===== src/sv/wcpm_pkg.sv =====
// ----------------------------------------------------------------------------
// wcpm_pkg: shared types and constants for the WAV chunk parser and mixdown
// Holds the in/out payload structs, chunk ids and the front-to-back job record.
// ----------------------------------------------------------------------------
`default_nettype none
package wcpm_pkg;

	typedef struct packed {
		logic [7:0] data_byte;
		logic       end_of_stream;
	} in_item_t;

	typedef struct packed {
		logic [15:0] dac_sample;
		logic [1:0]  status;
	} out_item_t;

	localparam logic [31:0] ID_RIFF = 32'h46464952;
	localparam logic [31:0] ID_FMT  = 32'h20746d66;
	localparam logic [31:0] ID_DATA = 32'h61746164;
	localparam logic [31:0] ID_LIST = 32'h5453494c;

	localparam logic [1:0] ST_SAMPLE = 2'd0;
	localparam logic [1:0] ST_EARLY  = 2'd1;
	localparam logic [1:0] ST_BADCH  = 2'd2;

	localparam logic [1:0] WK_NONE = 2'd0;
	localparam logic [1:0] WK_B8   = 2'd1;
	localparam logic [1:0] WK_B16  = 2'd2;
	localparam logic [1:0] WK_B32  = 2'd3;

	// One finished slice handed from the parser to the mixer
	typedef struct packed {
		logic        early;
		logic        bad_ch;
		logic [1:0]  kind;
		logic [35:0] sum;
		logic [15:0] chans;
	} job_t;

endpackage
`default_nettype wire


===== src/sv/wav_chunk_parser_mixdown.sv =====
// A closed slice is posted as a job; the mixer takes it only when idle with no result
// pending, divides in 36 steps and loads the sample; errors are loaded on taking.
// The parser takes one byte per cycle unless a finished slice is waiting.
// One finished slice waits in the parser while the mixer works; input then stalls.
// Reset (arst_n low) returns the parser to header search and clears all results.
// ----------------------------------------------------------------------------
// wav_chunk_parser_mixdown: RIFF/WAVE byte parser with channel mixdown
// Parser front end posts slices; mixer back end averages and scales them.
// ----------------------------------------------------------------------------
`default_nettype none
module wav_chunk_parser_mixdown #(
	parameter int MAX_CHANNELS = 8
) (
	input  wire                  clk,
	input  wire                  arst_n,
	input  wire                  in_valid,
	output logic                 in_ready,
	input  wcpm_pkg::in_item_t   in_data,
	output logic                 out_valid,
	input  wire                  out_ready,
	output wcpm_pkg::out_item_t  out_data
);
	import wcpm_pkg::*;

	logic job_valid, job_ready;
	job_t job;

	wcpm_front #(.MAX_CHANNELS(MAX_CHANNELS)) u_front (
		.clk, .arst_n, .in_valid, .in_ready, .in_data,
		.job_valid, .job_ready, .job
	);

	wcpm_back u_back (
		.clk, .arst_n, .job_valid, .job_ready, .job,
		.out_valid, .out_ready, .out_data
	);
endmodule
`default_nettype wire


===== src/sv/wcpm_front.sv =====
// ----------------------------------------------------------------------------
// wcpm_front: chunk parser and channel accumulator
// Consumes one byte per transfer, tracks chunk state and posts slice jobs.
// ----------------------------------------------------------------------------
`default_nettype none
module wcpm_front #(
	parameter int MAX_CHANNELS = 8
) (
	input  wire                  clk,
	input  wire                  arst_n,
	input  wire                  in_valid,
	output logic                 in_ready,
	input  wcpm_pkg::in_item_t   in_data,
	output logic                 job_valid,
	input  wire                  job_ready,
	output wcpm_pkg::job_t       job
);
	import wcpm_pkg::*;

	typedef enum logic [2:0] {PH_HEADER, PH_RIFF, PH_FMT, PH_SKIP, PH_DATA} phase_t;

	phase_t       phase_q;
	logic [63:0]  hdr_q;
	logic [4:0]   fcnt_q;
	logic [31:0]  left_q;
	logic [15:0]  chans_q, balign_q, bits_q, sidx_q;
	logic [31:0]  asm_q;
	logic [35:0]  sum_q;

	// byte position and channel of the current byte inside the slice
	logic [1:0]   kind, pos, wlast;
	logic [15:0]  ch;
	logic [63:0]  hdr_n;
	logic [31:0]  id, sz, asm_n, left_dec;
	logic [35:0]  sval, sum_n;
	logic         add_en, slice_end, last, eos, fire, post;
	logic [15:0]  sidx_inc;
	job_t         job_n;

	assign eos = in_data.end_of_stream;
	// hold input while a finished slice waits for the mixer
	assign in_ready = !job_valid || job_ready;
	assign fire = in_valid && in_ready;

	always_comb begin
		unique case (bits_q)
			16'd8:   kind = WK_B8;
			16'd16:  kind = WK_B16;
			16'd32:  kind = WK_B32;
			default: kind = WK_NONE;
		endcase
	end

	always_comb begin
		unique case (kind)
			WK_B16:  begin pos = {1'b0, sidx_q[0]}; ch = {1'b0, sidx_q[15:1]}; wlast = 2'd1; end
			WK_B32:  begin pos = sidx_q[1:0]; ch = {2'b0, sidx_q[15:2]}; wlast = 2'd3; end
			default: begin pos = 2'd0; ch = sidx_q; wlast = 2'd0; end
		endcase
	end

	always_comb begin
		asm_n = (pos == 2'd0) ? {24'd0, in_data.data_byte}
			: (asm_q | ({24'd0, in_data.data_byte} << {pos, 3'b000}));
		unique case (kind)
			WK_B8:   sval = {28'd0, asm_n[7:0]};
			WK_B16:  sval = {{20{asm_n[15]}}, asm_n[15:0]};
			default: sval = {{4{asm_n[31]}}, asm_n};
		endcase
		add_en = (kind != WK_NONE) && (pos == wlast) && (ch < chans_q)
			&& (ch < 16'(MAX_CHANNELS));
		sum_n = add_en ? sum_q + sval : sum_q;
		hdr_n = {in_data.data_byte, hdr_q[63:8]};
		id = hdr_n[31:0];
		sz = hdr_n[63:32];
		left_dec = (left_q != 32'd0) ? left_q - 32'd1 : left_q;
		sidx_inc = sidx_q + 16'd1;
		slice_end = sidx_inc >= balign_q;
		last = left_dec < {16'd0, balign_q};
	end

	// build the job for a closed slice or an early end inside a data chunk
	always_comb begin
		post = (phase_q == PH_DATA) && (slice_end || eos);
		job_n.early = slice_end ? (eos && !last) : 1'b1;
		job_n.bad_ch = slice_end && (chans_q == 16'd0 || chans_q > 16'(MAX_CHANNELS));
		job_n.kind = kind;
		job_n.sum = slice_end ? sum_n : 36'd0;
		job_n.chans = chans_q;
	end

	// parse one byte per transfer
	always_ff @(posedge clk or negedge arst_n) begin
		if (!arst_n) begin
			phase_q <= PH_HEADER; hdr_q <= '0; fcnt_q <= '0; left_q <= '0;
			chans_q <= '0; balign_q <= '0; bits_q <= '0; sidx_q <= '0;
			asm_q <= '0; sum_q <= '0; job_valid <= 1'b0; job <= '0;
		end else begin
			// post a new job or retire the one taken by the mixer
			if (fire && post) begin
				job_valid <= 1'b1;
				job <= job_n;
			end else if (job_valid && job_ready) begin
				job_valid <= 1'b0;
			end
			if (fire) begin
				// end of file returns the parse state to its reset value
				if (eos) begin
					phase_q <= PH_HEADER; hdr_q <= '0; fcnt_q <= '0; left_q <= '0;
					chans_q <= '0; balign_q <= '0; bits_q <= '0; sidx_q <= '0;
					asm_q <= '0; sum_q <= '0;
				end else begin
					unique case (phase_q)
						PH_HEADER: begin
							hdr_q <= hdr_n;
							if (fcnt_q == 5'd7) begin
								fcnt_q <= '0;
								if (id == ID_RIFF) phase_q <= PH_RIFF;
								else if (id == ID_FMT) begin
									left_q <= sz; phase_q <= PH_FMT;
								end else if (id == ID_DATA && balign_q != 16'd0
									&& sz >= {16'd0, balign_q}) begin
									left_q <= sz; sidx_q <= '0; asm_q <= '0; sum_q <= '0;
									phase_q <= PH_DATA;
								end else begin
									left_q <= sz;
									phase_q <= (sz == 32'd0) ? PH_HEADER : PH_SKIP;
								end
							end else begin
								fcnt_q <= fcnt_q + 5'd1;
							end
						end
						PH_RIFF: begin
							if (fcnt_q == 5'd3) begin fcnt_q <= '0; phase_q <= PH_HEADER; end
							else fcnt_q <= fcnt_q + 5'd1;
						end
						PH_FMT: begin
							unique case (fcnt_q)
								5'd2:    chans_q[7:0]   <= in_data.data_byte;
								5'd3:    chans_q[15:8]  <= in_data.data_byte;
								5'd12:   balign_q[7:0]  <= in_data.data_byte;
								5'd13:   balign_q[15:8] <= in_data.data_byte;
								5'd14:   bits_q[7:0]    <= in_data.data_byte;
								5'd15:   bits_q[15:8]   <= in_data.data_byte;
								default: ;
							endcase
							if (fcnt_q == 5'd15) begin
								fcnt_q <= '0;
								left_q <= (left_q > 32'd16) ? left_q - 32'd16 : 32'd0;
								phase_q <= (left_q > 32'd16) ? PH_SKIP : PH_HEADER;
							end else begin
								fcnt_q <= fcnt_q + 5'd1;
							end
						end
						PH_SKIP: begin
							left_q <= left_dec;
							if (left_dec == 32'd0) phase_q <= PH_HEADER;
						end
						PH_DATA: begin
							left_q <= left_dec;
							if (slice_end) begin
								sidx_q <= '0; asm_q <= '0; sum_q <= '0;
								if (last) begin
									phase_q <= (left_dec == 32'd0) ? PH_HEADER : PH_SKIP;
								end
							end else begin
								sidx_q <= sidx_inc;
								if (kind != WK_NONE) asm_q <= asm_n;
								sum_q <= sum_n;
							end
						end
						default: phase_q <= PH_HEADER;
					endcase
				end
			end
		end
	end

	property p_ready_when_free;
		@(posedge clk) disable iff (!arst_n) !job_valid |-> in_ready;
	endproperty
	a_ready_when_free: assert property (p_ready_when_free) else $error("front stalled while empty");

	property p_job_hold;
		@(posedge clk) disable iff (!arst_n) job_valid && !job_ready |=> job_valid && $stable(job);
	endproperty
	a_job_hold: assert property (p_job_hold) else $error("job dropped");

	property p_eos_reset;
		@(posedge clk) disable iff (!arst_n) fire && eos |=> phase_q == PH_HEADER && sidx_q == 16'd0;
	endproperty
	a_eos_reset: assert property (p_eos_reset) else $error("no reset after end of stream");
endmodule
`default_nettype wire


===== src/sv/wcpm_back.sv =====
// ----------------------------------------------------------------------------
// wcpm_back: slice mixer
// Divides the channel sum by the channel count (restoring, one bit a cycle)
// and scales the quotient to a 16-bit DAC word.
// ----------------------------------------------------------------------------
`default_nettype none
module wcpm_back (
	input  wire                  clk,
	input  wire                  arst_n,
	input  wire                  job_valid,
	output logic                 job_ready,
	input  wcpm_pkg::job_t       job,
	output logic                 out_valid,
	input  wire                  out_ready,
	output wcpm_pkg::out_item_t  out_data
);
	import wcpm_pkg::*;

	typedef enum logic [1:0] {B_IDLE, B_DIV, B_OUT} bstate_t;

	bstate_t      st_q;
	logic [35:0]  quo_q;
	logic [35:0]  rem_q;
	logic [15:0]  den_q;
	logic [5:0]   cnt_q;
	logic         neg_q;
	logic [1:0]   kind_q;

	logic [36:0]  trial;
	logic [35:0]  rem_sh, avg;
	logic [15:0]  word;

	always_comb begin
		rem_sh = {rem_q[34:0], quo_q[35]};
		trial = {1'b0, rem_sh} - {21'd0, den_q};
		avg = neg_q ? (36'd0 - quo_q) : quo_q;
		unique case (kind_q)
			WK_B8:   word = {avg[7:0], 8'd0};
			WK_B16:  word = avg[15:0] + 16'h8000;
			WK_B32:  word = avg[31:16] + 16'h8000;
			default: word = 16'd0;
		endcase
	end

	assign job_ready = (st_q == B_IDLE) && !out_valid;

	// accept a job, divide unless it is an error, present the result
	always_ff @(posedge clk or negedge arst_n) begin
		if (!arst_n) begin
			st_q <= B_IDLE; out_valid <= 1'b0; out_data <= '0;
			quo_q <= '0; rem_q <= '0; den_q <= '0; cnt_q <= '0; neg_q <= 1'b0;
			kind_q <= WK_NONE;
		end else begin
			if (out_valid && out_ready) out_valid <= 1'b0;
			unique case (st_q)
				B_IDLE: if (job_valid && job_ready) begin
					if (job.early || job.bad_ch) begin
						out_valid <= 1'b1;
						out_data.dac_sample <= 16'd0;
						out_data.status <= job.early ? ST_EARLY : ST_BADCH;
					end else begin
						neg_q <= job.sum[35];
						quo_q <= job.sum[35] ? 36'd0 - job.sum : job.sum;
						rem_q <= '0; den_q <= job.chans; kind_q <= job.kind;
						cnt_q <= 6'd36; st_q <= B_DIV;
					end
				end
				B_DIV: begin
					if (!trial[36]) begin
						rem_q <= trial[35:0]; quo_q <= {quo_q[34:0], 1'b1};
					end else begin
						rem_q <= rem_sh; quo_q <= {quo_q[34:0], 1'b0};
					end
					cnt_q <= cnt_q - 6'd1;
					if (cnt_q == 6'd1) st_q <= B_OUT;
				end
				B_OUT: begin
					out_valid <= 1'b1;
					out_data.dac_sample <= word;
					out_data.status <= ST_SAMPLE;
					st_q <= B_IDLE;
				end
				default: st_q <= B_IDLE;
			endcase
		end
	end

	property p_hold;
		@(posedge clk) disable iff (!arst_n) out_valid && !out_ready |=> out_valid && $stable(out_data);
	endproperty
	a_hold: assert property (p_hold) else $error("result dropped");

	property p_zero_on_err;
		@(posedge clk) disable iff (!arst_n) out_valid && out_data.status != ST_SAMPLE
			|-> out_data.dac_sample == 16'd0;
	endproperty
	a_zero_on_err: assert property (p_zero_on_err) else $error("nonzero sample on error");

	property p_busy;
		@(posedge clk) disable iff (!arst_n) st_q == B_DIV |-> !job_ready;
	endproperty
	a_busy: assert property (p_busy) else $error("job taken mid divide");
endmodule
`default_nettype wire


===== config.mk =====
export PLATFORM = sky130hd
export DESIGN_NAME = wav_chunk_parser_mixdown
export DESIGN_NICKNAME = d
export VERILOG_FILES = /design/src/sv/wcpm_pkg.sv /design/src/sv/wav_chunk_parser_mixdown.sv /design/src/sv/wcpm_front.sv /design/src/sv/wcpm_back.sv
export SDC_FILE = /design/constraint.sdc
export NUM_CORES = 1
export LEC_CHECK = 0
export ABC_AREA = 1
export BUFFER_PORTS_ARGS = -buffer_cell sky130_fd_sc_hd__buf_2
export CAP_MARGIN = 40
export CORE_MARGIN = 3
export CORE_UTILIZATION = 55
export CTS_BUF_LIST = sky130_fd_sc_hd__clkbuf_8
export CTS_CLUSTER_SIZE = 30
export DETAILED_ROUTE_END_ITERATION = 8
export HOLD_SLACK_MARGIN = 0.08
export PLACE_DENSITY = 0.73
export SLEW_MARGIN = 20
export SYNTH_ARGS = -nofsm -noshare
export SYNTH_HDL_FRONTEND = slang
export SYNTH_SLANG_ARGS = --single-unit

===== constraint.sdc =====
create_clock -name clk -period 8.7 [get_ports clk]
set_input_delay 0.435 -clock clk [delete_from_list [all_inputs] [get_ports clk]]
set_output_delay 0.435 -clock clk [all_outputs]
set_load 0.005 [all_outputs]

* Word-level counts from Yosys, hierarchy flattened *
Cells that the tools add are included.

storage, ports and cells
  register bits after elaboration = 410
  output and inout port bits = 20

cells by class
  add/sub/neg operators = 11
  magnitude comparators = 7
  eq/ne operators = 41
  shift-type cells = 1
  mux-type cells = 99
  bitwise gates (word level) = 2
  reduce and logical (&&, ||, !) cells = 60

operator list
  operator                  number
  $mux W32                  15
  $mux W36                  11
  $pmux W36 S2              3
  $mux W16                  12
  $mux W64                  2
  $mux W35                  3
  $pmux W32 S3              1
  $pmux W35 S2              1
  $eq A32 B31 Y1 const B    2
  $logic_not A32 Y1         2
  $pmux W16 S2              2
  $pmux W32 S2              1
  $mux W8                   6
  $pmux W16 S3              1
  $sub A36 B16 Y37          1
  $add A36 B36 Y36          1
  $mux W18                  2
  $pmux W18 S2              1
  $sub A1 B36 Y36 const A   1
  $add A16 B16 Y16 const B  2
  $eq A32 B30 Y1 const B    1
  $ge A32 B16 Y1            1
  $gt A32 B5 Y1 const B     1
  $lt A32 B16 Y1            1
  other kinds (59)          147

* Depth between registers and ports, before layout *
  depth in word-level cells = 13
  mapped depth = 31
  mapped depth without buffers = 30

* Cells and area by module *
Synthesis repeated with hierarchy kept, for this count alone.

second synthesis, totals
  cell total of the unflattened synthesis = 3992
  area, all modules = 27846.7 um2

modules (own cells, without submodules)
  module      times used  cells each  area each (um2)  sequential area each (um2)
  wcpm_front  1           2612        18894.4          7131.8
  wcpm_back   1           1380        8952.3           2927.8

* Worst setup path before layout *
Ideal clock, no wire load.

  kind = register to register
  start = reg u_front.bits_q[1]
  end = reg, netlist name u_front.job[48]
  library setup time = 0.118 ns
  arrival = 4.539 ns
  required time = 8.582 ns
  path slack = 4.043 ns
  cell stages (with the launch flop) = 28
  buffers on the path = 2
  period minus slack after synthesis = 4.657 ns
  cells stage by stage = dfrtp_1 nor2_1 nand3_1 nor2_1 a31o_2 nand2_1 inv_1 ha_1 inv_1 clkbuf_1 a21oi_1 nand3_1 nand2_1 clkinv_1 clkbuf_1 o22ai_1 ha_1 inv_1 fa_1 o21ai_0 a21oi_1 inv_1 a21oi_1 o21ai_0 xnor2_1 nand3_1 nand3_1 nand2_1

RTL lines
  item                    RTL line           RTL
  from (decl)             wcpm_front.sv:26   logic [15:0] chans_q, balign_q, bits_q, sidx_q;
  from (signal assigned)  wcpm_front.sv:143  5'd14: bits_q[7:0] <= in_data.data_byte;

==> metrics.md <==
| Metric | Value |
|---|---|
| Num rows | 80 |
| Min cycle time layout | 6.75 ns |
| Routed Antenna Nets | 0 |
| Clk root buf | clkbuf_8 |
| Vias | roughly 25000 |
| Via-per-instance ratio | 5.67 |
| Initial Utilization | 0.560 |
| TritonCTS buffer count | just over 70 |
| Worst hold margin | between 0.2 and 0.25 ns |
| Worst path arrival time | ~7.3 ns |
| VDD IR max | around 400 uV |
| Post-synthesis average cell area | between 7 and 8 um2 |
| Area growth syn-to-layout | 8.64% |
| Prevailing post-synth register cell | dfrtp_1 |
| Crit path top cell by count | inv_1 |
| Buffers and inverters on the worst path | 5 |
| Status | complete, no violations |
| CP Cell Sequence | nor2_1 -> nand2_1 -> nor2_1 -> nand2_2 -> inv_1 -> ha_1 -> inv_1 -> a21oi_1 -> nand3_1 -> nand2_1 -> clkinv_1 -> o22ai_1 -> ha_1 -> inv_1 -> fa_1 -> o21ai_0 -> a21oi_1 -> inv_1 -> a21oi_1 -> o21ai_0 -> xnor2_1 -> nand3_1 -> nand3_1 -> nand2_1 |
| Grt ovf | 0 |
| First-pass iteration count of the detailed router | 6 |
| Initial antenna violation count | 1 |
| FMAX | between 100 and 150 MHz |
| Htree depth | 3 |
| Most frequent cells in the layout | nand2_1, inv_1, dfrtp_1, nor2_1, o21ai_0 |
| First-pass GRT wire length | between 100000 and 150000 um |
| Synthesized instance count | approximately 3800 |
| Port Buffers | 32 |
| Slew Limit Fails | 0 |
| Area after DPL | between 20000 and 30000 um2 |
| YS warnings | 0 |
| Peak per-stage delay on the critical path | approximately 0.56 ns |
| Slew @ Worst Pin | roughly 0.91 ns |
| Full die area | approximately 52000 um2 |
| Skew-Pair Late Insertion Delay | approximately 0.66 ns |
| Post-synthesis sequential area ratio | 0.375 |
| Top cells by area, synth | dfrtp_1, nand2_1, inv_1, o21ai_0, ha_1 |
| Count of different cell masters after synthesis | 49 |
| Power Dens Cells | roughly 290 nW/um2 |
| Crit path required time | approximately 9.2 ns |
| Total of max-cap violations | 0 |
| Top delay family on crit path | simple AND/OR/NAND/NOR gates |
| Vias in the first global route | between 20000 and 25000 |
| Simple-gate share of the synthesized area | 0.257 |
| CP Launch Type | flip-flop |
| #FFs+latches synth | about 400 |
| CTS sink cnt | about 400 |
| Largest family of logic cells by synthesized area | simple AND/OR/NAND/NOR gates |
| Post-Layout Inst Area | ~29000 um2 |
| Synth Area in Compound Gates | 0.166 |
| Share of the synthesized area in the top cell type | 0.375 |
| Post-Synth Adder-Cell Area | 0.0644 |
| Mapped Area | roughly 27000 um2 |
| TNS Setup | 0 ns |
| Worst slew margin | 0.395 |
| GPL Wtd Cong | roughly 0.98 |
| Dpl hpwl | roughly 55000 um |
| Mux contribution to synthesized area | 0 |
| Final Hold Fails | 0 |
| Endpoints failing setup | 0 |
| Nets | 3959 |
| Die width | about 230 um |
| Synthesized Nets | slightly below 4000 |
| Layout cells sized above 1 | 0.0512 |
| HP Class | in -> reg |
| Gr usage total | 0.294 |
| Reg clk slew, reported paths | roughly 0.060 ns |
| DRC Markers | 0 |
| Number of synthesized flops with an enable pin | 0 |
| Core footprint | approximately 48000 um2 |
| Leakage | approximately 15 nW |
| Crit end category | flip-flop |
| Ports | 33 |
| Clk buf depth | 3 |
| Post-synthesis xor/xnor area fraction | 0.0444 |
| Clock skew | approximately 0.025 ns |
| Most common cell after layout, fill and taps aside | nand2_1 |
| Die Height | 227 um |
| Crit path kind | reg -> reg |
| CP Max Fanout | 32 |
| CTS tree | yes |
| DRT iter0 DRCs | 2334 |
| Async S/R FF share, synth | 1.00 |
| Wire per inst | 16.9 um |
| Critical-path top delay cell | nand2_1 |
| Cell taking the most area after synthesis | dfrtp_1 |
| Pin count of the biggest net entering global routing | approximately 150 |
| Fin crit share | 0.775 |
| RSZ-0062 raised after global routing | false |
| Detailed Route WL | between 70000 and 80000 um |
[cell usage after synthesis (all sizes together), types with 2 or more instances]
master   instances
nand2          843
inv            533
dfrtp          402
o21ai          388
nor2           385
nand3          264
a21oi          168
ha             135
o22ai          126
xor2           102
clkbuf         101
nand4           60
nor3            54
xnor2           34
a22oi           28
nor4            24
buf             22
nand3b          12
o221ai          12
a21o            10
o31ai           10
o211ai           9
a31oi            7
clkinv           7
o21bai           7
or2              7
a211oi           6
o21a             6
a22o             4
o311ai           3
a21boi           2
a31o             2
and3             2
fa               2
o2111ai          2
o41ai            2
[metrics by stage]
step | utilization | power, mW | std cells | setup WS, ns
final | 0.608 | 8.32 | 4480 | 1.95
after detailed placement | 0.577 | 6.43 | 4347 | 2.17
after global routing | 0.608 | 9.00 | 4479 | 1.31
after CTS | 0.608 | 8.28 | 4477 | 2.16
after floorplan | - | 5.36 | 3786 | 4.04
after global placement | 0.574 | 6.35 | 4333 | 2.28
[worst min-delay path: cells and delay by family]
kind,cells,cell delay [ns]
AOI/OAI and AO/OA,2,0.23
buffers and inverters,1,0.17
[what timing repair did]
item	4_1_cts	5_1_grt
endpoints found under the hold margin	114	0
hold buffers	2	0
resized for setup	0	0
buffers inserted	0	0
[sequential cells by signal (all words and copies together) (netlist names), 18 cells and up]
name / cells
u_front.left_q: 32
u_front.asm_q: 32
u_back.rem_q: 35
u_back.out_data: 18
u_front.job: 56
u_front.sum_q: 36
u_back.quo_q: 36
u_front.hdr_q: 56
[path summary, 6_finish.rpt]
kind | startpoint | endpoint | slack [ns] | depth (start not counted)
max in group asynchronous | arst_n | u_front.left_q[16] | 6.86 | 3
hold reg to reg | u_back.out_data[1] | u_back.out_data[1] | 0.46 | 2
setup reg to reg | u_front.bits_q[9] | u_front.job[48] | 1.95 | 24
min in group asynchronous | arst_n | u_back.rem_q[21] | 0.45 | 2
setup / recovery | u_front.bits_q[9] | u_front.job[48] | 1.95 | 24
hold / removal | in_data[1] | u_front.left_q[24] | 0.24 | 3
[cell families (layout without fill, tap and decap cells)]
kind of cell / Yosys count / after routing
AOI/OAI and AO/OA: 797 / 797
xor gates and xnor gates: 136 / 136
adders and majority gates: 137 / 137
buffers and inverters: 663 / 741
DFF: 402 / 402
other: 0 / 1
and+or+nand+nor: 1651 / 1651
[power by group]
part / internal [mW] / leakage (nW) / switching, mW
sequential: 2.18 / 5.46 / 0.299
clock: 0.999 / 0.849 / 0.819
combinational: 1.29 / 8.42 / 2.73
[metal layers]
layer  vias to the layer above  GRT usage  routed length, um
met5                         -          0                  0
met4                         0      0.100               2530
met3                       177     0.0522               5540
met2                       893      0.457              33300
met1                     11700      0.418              34200
li1                      12600          -                  -
[final cells by class]
| class | count | area [um2] |
|---|---|---|
| Timing Repair Buffer | 73 | 527 |
| Sequential cell | 402 | 10100 |
| Clock buffer | 91 | 1250 |
| Fill cell | 4509 | 18800 |
| Multi-Input combinational cell | 2721 | 14300 |
| Inverter | 540 | 2030 |
| Tap cell | 615 | 769 |
| Antenna cell | 1 | 2.50 |
| Clock inverter | 37 | 216 |
Note: power is estimated with default switching activity, not from simulation.
